**config.mk**
```make
export PLATFORM = sky130hd
export DESIGN_NAME = duplicate_request_answer_cache_core
export DESIGN_NICKNAME = d
export VERILOG_FILES = /design/src/design/drac_pkg.sv /design/src/design/drac_store.sv /design/src/design/drac_match.sv /design/src/design/duplicate_request_answer_cache_core.sv
export SDC_FILE = /design/constraint.sdc
export NUM_CORES = 2
export LEC_CHECK = 0
export BUFFER_PORTS_ARGS = -buffer_cell sky130_fd_sc_hd__buf_2
export CAP_MARGIN = 10
export CORE_ASPECT_RATIO = 1.5
export CORE_MARGIN = 3
export CORE_UTILIZATION = 42
export DETAILED_ROUTE_END_ITERATION = 10
export GPL_ROUTABILITY_DRIVEN = 0
export HOLD_SLACK_MARGIN = 0.06
export SLEW_MARGIN = 5
export SYNTH_ARGS = -nofsm -noshare
export SYNTH_HDL_FRONTEND = slang
export SYNTH_SLANG_ARGS = --single-unit
```
**constraint.sdc**
```tcl
create_clock -name i_clk -period 14.3 [get_ports i_clk]
set_input_delay 0 -clock i_clk [delete_from_list [all_inputs] [get_ports i_clk]]
set_output_delay 0 -clock i_clk [all_outputs]
set_load 0.005 [all_outputs]
```
**src/design/drac_pkg.sv**
```systemverilog
// Shared types, constants and a decode helper for the duplicate request answer cache.
package drac_pkg;

    localparam int CACHE_ENTRIES_DEF = 8;

    localparam int SLOT_W     = 3;
    localparam int LEN_W      = 11;
    localparam int META_W     = 4;
    localparam int WRITE_BIT  = 15;
    localparam int META_SHIFT = 13;
    localparam logic [15:0] META_TABLE = 16'h8420;

    // Request key as it arrives; the same layout is what a cache entry holds.
    typedef struct packed {
        logic [31:0]      src_ip;
        logic [15:0]      src_port;
        logic [15:0]      request_id;
        logic [15:0]      command_word;
        logic [15:0]      object_index;
        logic [31:0]      byte_offset;
        logic [LEN_W-1:0] packet_length;
    } t_req;

    typedef struct packed {
        logic              hit;
        logic [SLOT_W-1:0] slot;
        logic              is_write;
        logic [LEN_W-1:0]  length_field;
        logic [META_W-1:0] meta_length;
    } t_rsp;

    // Metadata size code 0..3 maps to 0, 2, 4 or 8 bytes.
    function automatic logic [META_W-1:0] meta_decode(input logic [15:0] cmd);
        logic [15:0] shifted;
        shifted = META_TABLE >> {cmd[META_SHIFT+1:META_SHIFT], 2'b00};
        return shifted[META_W-1:0];
    endfunction

endpackage

```
**src/design/drac_store.sv**
```systemverilog
// Entry memory with one write port, one registered read port and per-entry valid bits.
module drac_store import drac_pkg::*; #(
    parameter int CACHE_ENTRIES = CACHE_ENTRIES_DEF,
    localparam int IDX_W = (CACHE_ENTRIES > 1) ? $clog2(CACHE_ENTRIES) : 1
) (
    input  logic             i_clk,
    input  logic             i_rst_n,
    input  logic             i_we,
    input  logic [IDX_W-1:0] i_waddr,
    input  t_req             i_wdata,
    input  logic [IDX_W-1:0] i_raddr,
    output t_req             o_rdata,
    output logic             o_rvalid
);

    t_req                     r_mem [CACHE_ENTRIES];
    logic [CACHE_ENTRIES-1:0] r_valid;
    t_req                     r_rdata;
    logic                     r_rvalid;

    // Key storage: no reset, entries are qualified by their valid bit.
    always_ff @(posedge i_clk) begin
        if (i_we) begin
            r_mem[i_waddr] <= i_wdata;
        end
        r_rdata <= r_mem[i_raddr];
    end

    always_ff @(posedge i_clk) begin
        if (!i_rst_n) begin
            r_valid  <= '0;
            r_rvalid <= 1'b0;
        end else begin
            if (i_we) begin
                r_valid[i_waddr] <= 1'b1;
            end
            r_rvalid <= r_valid[i_raddr];
        end
    end

    assign o_rdata  = r_rdata;
    assign o_rvalid = r_rvalid;

endmodule

```
**src/design/drac_match.sv**
```systemverilog
// Shared key comparator: checks one stored entry against the held request.
module drac_match import drac_pkg::*; (
    input  t_req i_key,
    input  t_req i_entry,
    input  logic i_entry_valid,
    output logic o_match
);

    // An empty entry never matches, even on an all-zero key.
    assign o_match = i_entry_valid && (i_entry == i_key);

endmodule

```
**src/design/duplicate_request_answer_cache_core.sv**
```systemverilog
// Top level of the duplicate request answer cache: scan sequencer and result register.
//
// Usage:
//   Drive a request key on i_req and raise start while busy is low; the key is
//   taken at that clock edge and busy goes high on the next cycle.
//   The sequencer walks the entry memory one slot per cycle through a single
//   comparator. The lowest valid slot whose key matches is a hit; when no slot
//   matches, the slot at the round-robin victim pointer is overwritten with the
//   key, marked valid, and the pointer advances with wraparound.
//   o_done pulses for exactly one cycle with the result on o_rsp: hit flag,
//   slot, and the decoded command word (write flag, length, metadata bytes).
//   A hit ends the scan at the matching slot; a miss ends it after the last
//   slot. Each slot passes through the memory read register and then the
//   comparator, and the result is registered with o_done.
//   busy drops in the cycle that shows the result, so a new request may be
//   transferred then; a request is not taken until the previous result is shown.
//   The receiver cannot stall: a result not taken in its strobe cycle is gone.
//   Reset (synchronous, active low) clears all valid bits and the victim
//   pointer and returns the sequencer to idle; stored keys are not cleared.
module duplicate_request_answer_cache_core import drac_pkg::*; #(
    parameter int CACHE_ENTRIES = CACHE_ENTRIES_DEF
) (
    input  logic i_clk,
    input  logic i_rst_n,
    input  logic start,
    output logic busy,
    input  t_req i_req,
    output logic o_done,
    output t_rsp o_rsp
);

    localparam int IDX_W = (CACHE_ENTRIES > 1) ? $clog2(CACHE_ENTRIES) : 1;
    localparam logic [IDX_W-1:0] LAST_IDX = IDX_W'(CACHE_ENTRIES - 1);

    typedef enum logic [1:0] {
        S_IDLE = 2'b01,
        S_SCAN = 2'b10
    } t_state;

    t_state           r_state,   n_state;
    logic [IDX_W-1:0] r_idx,     n_idx;
    logic             r_cmp_vld, n_cmp_vld;
    logic [IDX_W-1:0] r_cmp_idx;
    logic [IDX_W-1:0] r_victim,  n_victim;
    logic             r_done,    n_done;
    t_req             r_req;
    t_rsp             r_rsp;

    t_req             w_rdata;
    logic             w_rvalid;
    logic             w_match;
    logic             w_accept;
    logic             w_last;
    logic             w_finish;
    logic             w_alloc;
    logic [IDX_W-1:0] w_slot;

    // Entry memory; reads are issued at r_idx and land in the next cycle.
    drac_store #(
        .CACHE_ENTRIES (CACHE_ENTRIES)
    ) u_store (
        .i_clk    (i_clk),
        .i_rst_n  (i_rst_n),
        .i_we     (w_alloc),
        .i_waddr  (r_victim),
        .i_wdata  (r_req),
        .i_raddr  (r_idx),
        .o_rdata  (w_rdata),
        .o_rvalid (w_rvalid)
    );

    drac_match u_match (
        .i_key         (r_req),
        .i_entry       (w_rdata),
        .i_entry_valid (w_rvalid),
        .o_match       (w_match)
    );

    assign busy     = (r_state != S_IDLE);
    assign w_accept = start && !busy;
    assign w_last   = (r_cmp_idx == LAST_IDX);
    // Scan ends on the first match (lowest slot) or after the last slot is checked.
    assign w_finish = (r_state == S_SCAN) && r_cmp_vld && (w_match || w_last);
    assign w_alloc  = w_finish && !w_match;
    assign w_slot   = w_match ? r_cmp_idx : r_victim;

    always_comb begin
        n_state   = r_state;
        n_idx     = r_idx;
        n_cmp_vld = 1'b0;
        n_victim  = r_victim;
        n_done    = 1'b0;
        unique case (r_state)
            S_IDLE: begin
                if (w_accept) begin
                    n_state = S_SCAN;
                    n_idx   = '0;
                end
            end
            S_SCAN: begin
                // Advance the read address every cycle; the compare sees it through the read register and r_cmp_idx.
                n_idx     = (r_idx == LAST_IDX) ? '0 : r_idx + 1'b1;
                n_cmp_vld = !w_finish;
                if (w_finish) begin
                    n_state = S_IDLE;
                    n_done  = 1'b1;
                    if (w_alloc) begin
                        n_victim = (r_victim == LAST_IDX) ? '0 : r_victim + 1'b1;
                    end
                end
            end
            default: begin
                n_state = S_IDLE;
            end
        endcase
    end

    always_ff @(posedge i_clk) begin
        if (!i_rst_n) begin
            r_state   <= S_IDLE;
            r_idx     <= '0;
            r_cmp_vld <= 1'b0;
            r_victim  <= '0;
            r_done    <= 1'b0;
        end else begin
            r_state   <= n_state;
            r_idx     <= n_idx;
            r_cmp_vld <= n_cmp_vld;
            r_victim  <= n_victim;
            r_done    <= n_done;
        end
    end

    // Payload registers: hold the key for the scan, capture the result on finish.
    always_ff @(posedge i_clk) begin
        r_cmp_idx <= r_idx;
        if (w_accept) begin
            r_req <= i_req;
        end
        if (w_finish) begin
            r_rsp.hit          <= w_match;
            r_rsp.slot         <= SLOT_W'(w_slot);
            r_rsp.is_write     <= r_req.command_word[WRITE_BIT];
            r_rsp.length_field <= r_req.command_word[LEN_W-1:0];
            r_rsp.meta_length  <= meta_decode(r_req.command_word);
        end
    end

    assign o_done = r_done;
    assign o_rsp  = r_rsp;

`ifndef NO_ASSERTIONS
    // A result only follows a scan cycle.
    a_done_after_scan: assert property (@(posedge i_clk) disable iff (!i_rst_n)
        o_done |-> $past(r_state == S_SCAN))
        else $error("result strobe without a preceding scan");

    // The result is shown while the sequencer is already idle.
    a_done_idle: assert property (@(posedge i_clk) disable iff (!i_rst_n)
        o_done |-> !busy)
        else $error("result strobe while busy");

    // Compare data is only live during a scan.
    a_cmp_in_scan: assert property (@(posedge i_clk) disable iff (!i_rst_n)
        r_cmp_vld |-> (r_state == S_SCAN))
        else $error("compare stage live outside scan");

    // The victim pointer moves only on an allocating finish.
    a_victim_hold: assert property (@(posedge i_clk) disable iff (!i_rst_n)
        !w_alloc |=> $stable(r_victim))
        else $error("victim pointer moved without allocation");
`endif

endmodule
```
Yosys cells after proc, flatten, opt, wreduce, memory -nomap -nowiden --
Memory sizes are Yosys's and may differ from the RTL's. A register that Yosys moved wholly into a read port is not among the register bits. Index checks and enable logic that the tools add are counted.
Storage, ports and cells: word-level logic and storage cells 67, RAM bits 1112, memories 1, bits in registers 181
Operators by class: reductions and logical operators 15, bitwise gates (word level) 1, add/subtract/negate cells 2, multiplexer cells 15, shift operators 1, order comparisons 3, eq/ne operators 9
Memories:
- u_store.r_mem | words 8, bits a word 139, read ports 1, clocked after memory_dff 1, wr ports 1, line drac_store.sv:16 | t_req r_mem [CACHE_ENTRIES];
Operators with widths (number):
- $eq 139x139->1 | 1
- $shr 16x4->4 const A | 1
- $mux 3 | 4
- $eq 3x3->1 const B | 3
- $lt 3x4->1 const B | 2
- $or 8x8->8 | 1
- $add 3x1->3 const B | 2
- $logic_and 1x1->1 | 6
- $pmux 3 s2 | 1
- $reduce_and 2->1 | 3
- $mux 1 | 5
- $mux 2 | 2
- $ne 2x2->1 const B | 2
- $pmux 2 s2 | 1
- $bmux 1 s3 | 1
- $demux 1 s3 | 1
- $ge 3x1->1 const B | 1
- $logic_not 1->1 | 3
- $reduce_and 3->1 | 1
- $eq 2x1->1 const B | 1
- $eq 2x2->1 const B | 1
- $ne 2x1->1 const B | 1
- $reduce_bool 2->1 | 1
- $logic_or 1x1->1 | 1

Longest topological paths before layout --
depth after elaboration 7, depth in mapped cells 8, gate-level depth less buffers 8

By module --
Synthesis repeated with hierarchy kept, for this count alone.
Second synthesis, totals: cell total of the unflattened synthesis 2251, area total of the unflattened synthesis 51959.8 sq um
Modules (own cells, without submodules):
- drac_store | cells each 1784, area an instance 44785.5 sq um, sequential area each 36354.9 sq um, times used 1
- duplicate_request_answer_cache_core | cells each 218, area an instance 5351.4 sq um, sequential area each 5004.8 sq um, times used 1
- drac_match | cells each 249, area an instance 1823.0 sq um, sequential area each 0.0 sq um, times used 1

Worst setup path after synthesis --
OpenSTA, ideal clock, no wires.
path kind register to register, start register r_req[72] (netlist name), end memory u_store.r_mem[4][0] (netlist name) (enable), data arrival time 14.376 ns, stages on the path, launching flop included 8, path slack -1.057 ns, path through edfxtp_1 xnor2_1 nand4_1 nor4_1 nand4_1 or4_4 clkinv_4 nor4_1
On the way: longest elaborated chain between the ends 7, elaborated cells between the ends (all ways) 8, classes of those cells 1 x eq/ne; 2 x mux; 5 x reduce/logical
Ends and longest elaborated chain:
- start, declared | line duplicate_request_answer_cache_core.sv:46 | t_req r_req;
- start signal, assigned | line duplicate_request_answer_cache_core.sv:138 | r_req <= i_req;
- $eq 139x139->1 (*) | line drac_match.sv:10 | assign o_match = i_entry_valid && (i_entry == i_key);
- $logic_and 1x1->1 (*) | line drac_match.sv:10
- via u_match.o_match | line drac_match.sv:6 | output logic o_match
- $logic_or 1x1->1 | line duplicate_request_answer_cache_core.sv:83 | assign w_finish = (r_state == S_SCAN) && r_cmp_vld && (w_match || w_last);
- $logic_and 1x1->1 | line duplicate_request_answer_cache_core.sv:83
- $logic_and 1x1->1 (*) | line duplicate_request_answer_cache_core.sv:84 | assign w_alloc = w_finish && !w_match;
- $mux 1 (*) | line drac_store.sv:23 | if (i_we) begin
- $mux 1 (not written as such) (*) | line drac_store.sv:24 | r_mem[i_waddr] <= i_wdata;
- end, declared | line drac_store.sv:16
The timed path passes the listed nets; every way through them passes the cells marked *.

Worst setup path in the final report --
start register r_req[60] (netlist name), end memory u_store.r_mem[7][88] (netlist name) (enable)
On the way: longest elaborated chain between the ends 7, elaborated cells between the ends (all ways) 8, classes of those cells 1 x eq/ne; 2 x mux; 5 x reduce/logical
Ends and longest elaborated chain (line):
- $eq 139x139->1 (*) | drac_match.sv:10
- $logic_and 1x1->1 (*) | drac_match.sv:10
- $logic_or 1x1->1 | duplicate_request_answer_cache_core.sv:83
- $logic_and 1x1->1 | duplicate_request_answer_cache_core.sv:83
- $logic_and 1x1->1 (*) | duplicate_request_answer_cache_core.sv:84
- $mux 1 (*) | drac_store.sv:23
- $mux 1 (not written as such) (*) | drac_store.sv:24
Every way passes the cells marked *; elsewhere a longest branch is shown, timed or not.

==> impl_metrics.csv <==
group,metric,value,unit
cts,cts.path.max_buffers,3,
timing,finClkSkew,0.03339,ns
power,p_clk_share,41.6,%
global_routing,antenna_found_initial,3,
yosys,synth_edf_count,1270,
power,leakagePower,0.01973,uW
power,comb_power_share,3.5,%
global_routing,grtUsageMet1,25.61,%
finish,seq_area,0.04137,mm^2
setup_path,crit_fanout,58,
finish,fill_cells,9816,
yosys,ys_ff_latch,1431,
timing,setup_viol,0,
global_routing,grt_max_degree,132,
finish,fin_nets,2990,
global_routing,grt_pass1_vias,26296,
yosys,avgSynthCellArea,22.54,um^2
route,drt_iter0_drc,2099,
global_routing,gr-usage-met3,3.013,%
route,drt-pass1-iter-count,5,
floorplan,die_y,437.4,um
cts,cts-root-buf,"clkbuf_16",
setup_path,cp_slowest_stage_delay,0.67,ns
cts,post_cts_buffers,0,
power,p_total,8635,uW
cts,numCtsBuffers,135,
timing,hold_viol_final,0,
floorplan,core_area,0.1226,mm^2
setup_path,cp_slowest_cell,"nor4_1",
floorplan,initial_core_util,42.51,%
floorplan,die_width,293.6,um
yosys,netlist_instances,2312,
place,pre_cts_slack,9.377,ns
timing,final_max_slew_viol_count,0,
timing,tightestPinTransition,1.204,ns
route,postRouteAntennaNets,0,
yosys,synthArstFlopShare,0,%
cts,cts_tree,"yes",
place,place_hpwl,70.57,mm
timing,clock.fmax,207.5,MHz
cts,insertion_delay,0.76,ns
timing,layout_worst_path_cycle_share,33.70,%
floorplan,top_level_ports,164,
setup_path,startpoint_type,"flip-flop",
route,drc_errors,0,
finish,syn_to_final_growth,19.43,%
timing,rsz0062_at_grt,"false",
worst_hold_path,hp-class,"primary input to flip-flop",
power,pwr-share-seq,54.9,%
cts,hold_buffers,274,
place,port_buffers,162,
power,internal-power,6858,uW
global_routing,grt.total_usage,19.31,%
finish,multi_input_area,0.01044,mm^2
route,vias_per_cell,5.401,
timing,setup_ws,9.481,ns
setup_path,worstPathArrival,5.15,ns
yosys,ys_types,41,
global_routing,grt-ovfl-total,0,
global_routing,top_usage_layer,"met2",
cts,htreeDepth,4,
route,wl_per_cell,26.91,um
power,powerDensity,138.7,mW/mm^2
yosys,syn-num-nets,2458,
power,irDropWorstVdd,135.8,uV
cts,clock-sinks,1431,
power,netSwitchingPower,1777,uW
cts,cts_resized,0,
yosys,yosysSeqAreaShare,79.37,%
route,wirelength,122.4,mm
floorplan,dieArea,0.1284,mm^2
timing,slew_headroom,19.70,%
finish,layout-drive-gt1-share,28.41,%
run_status,status,"finished, final reports clean",
setup_path,cp.required,14.63,ns
setup_path,setup.worst_path.class,"flip-flop to flip-flop",
timing,fin_crit,4.819,ns
yosys,synth_area,0.05211,mm^2
setup_path,crit_family,"simple AND/OR/NAND/NOR gates",
yosys,dominantRegCellSynth,"edfxtp_1",
power,netSwitchingFraction,20.57,%
cts,clkTransAtPathRegs,0.07,ns
setup_path,endpoint_kind,"flip-flop",
global_routing,grt_pass1_wl,179.9,mm
setup_path,crit_chain,"xnor2_1 -> nand4_1 -> nor4_1 -> nand4_1 -> or4_4 -> nand2_1 -> nor3_2 -> buf_4 -> buf_4",
setup_path,r2r_setup_slack,9.48,ns
yosys,synth_warnings,0,
floorplan,placementRows,157,
route,via_count,24566,
flow_run,maxCapViolCount,0,
global_routing,grt_use_met2,33.18,%
setup_path,worst-path-buf-inv,2,
==> metrics by stage <==
step	util, %	hold WS, ns	setup TNS, ns	instance area [um^2]	cells
floorplan	-	0.09887	-401.46	52130	2312
global placement	44.89	0.1765	0	55020	4023
detailed placement	44.89	0.1782	0	55020	4023
CTS	50.77	0.07109	0	62240	4547
global route	50.78	0.08528	0	62240	4548
finish	50.78	0.08826	0	62240	4548
==> synth_stat cells, drive strengths merged, types with 17 or more instances <==
| library cell | n | share of area [%] |
|---|---|---|
| edfxtp | 1270 | 73 |
| inv | 17 | 0.12 |
| nand4 | 60 | 0.72 |
| nor2b | 17 | 0.20 |
| mux2 | 141 | 3.0 |
| buf | 30 | 0.23 |
| mux4 | 280 | 12 |
| clkbuf | 51 | 0.37 |
| xnor2 | 81 | 1.4 |
| dfxtp | 161 | 6.2 |
| nand2b | 85 | 1.0 |
| nor4 | 23 | 0.30 |
==> routing by layer <==
metal | vias to the layer above | wire length (um)
li1 | 10600 | -
met1 | 13139 | 51410
met2 | 653 | 62820
met3 | 172 | 5238
met4 | 2 | 2903
met5 | - | 13
==> flip-flops by register name, indices dropped and copies added (netlist names) <==
name / flops
r_cmp_vld: 1
r_state: 2
r_cmp_idx: 3
u_store.o_rvalid: 1
u_store.r_valid: 8
r_victim: 3
r_req: 139
r_idx: 3
u_store.r_mem: 1112
o_rsp: 19
o_done: 1
u_store.o_rdata: 139
==> cell type report <==
| type | instances | share of cell area, % |
|---|---|---|
| sequential | 1431 | 66.47 |
| multi-input combinational | 781 | 16.77 |
| timing repair buffer | 476 | 6.252 |
| clock buffer | 188 | 6.129 |
| tap | 1590 | 3.196 |
| clock inverter | 62 | 1.055 |
| inverter | 19 | 0.1226 |
| antenna | 1 | 0.004021 |
==> worst paths after layout <==
kind / from / cells past startpoint / endpoint
max: r_req[60] / 9 / u_store.r_mem[7][88]
min: i_req[24] / 2 / r_req[24]
max reg2reg: r_req[60] / 9 / u_store.r_mem[7][88]
min reg2reg: u_store.r_valid[4] / 1 / u_store.r_valid[4]
==> cell families (layout without fill, tap and decap cells) <==
family                   Yosys count  count (layout)  synth area share [%]
AND/OR/NAND/NOR                  233             233                 2.696
adder cells (fa/ha/maj)            4               4               0.09604
other                              1               2              0.007196
XOR/XNOR                          81              81                 1.361
flip-flops                      1431            1431                 79.37
buffers and inverters            100             745                0.7419
multiplexers                     422             422                 15.17
AO/OA/AOI/OAI                     40              40                0.5642
==> power groups by stage <==
| stage | Combinational (uW) | Clock (uW) | Sequential (uW) |
|---|---|---|---|
| floorplan | 136 | 0 | 4790 |
| CTS | 309 | 3670 | 4740 |
| detailed placement | 250 | 0 | 4830 |
| finish | 301 | 3600 | 4740 |
| global placement | 250 | 0 | 4820 |
| global route | 320 | 3830 | 4750 |
==> placed cells by master (no fill, tap or decap), types with 3 or more instances in the layout <==
master         count
bufinv_16         11
edfxtp_1        1270
dlygate4sd3_1    274
clkinv_4           4
nand3_1            9
nor3_2             3
clkbuf_16        141
clkbuf_1          36
a2111o_1           4
o221ai_1           3
inv_6              3
nor2b_1           17
buf_4             37
mux2_2           141
ha_1               4
nand4_1           60
nor4_2             3
buf_12             3
clkinv_2          25
xnor2_1           81
nand2b_1          85
nor4_4             3
dfxtp_1          158
inv_1             17
a21oi_1            7
o2111ai_1          7
clkbuf_8          11
dfxtp_4            3
clkinv_8           4
mux4_2           280
o21ai_0            7
clkinv_1          14
o21a_1             5
nor2_1             6
nor4_1            17
buf_2            162
nor3_1             5
nand2_1           15
No activity file was read; power rests on OpenSTA's default activity.
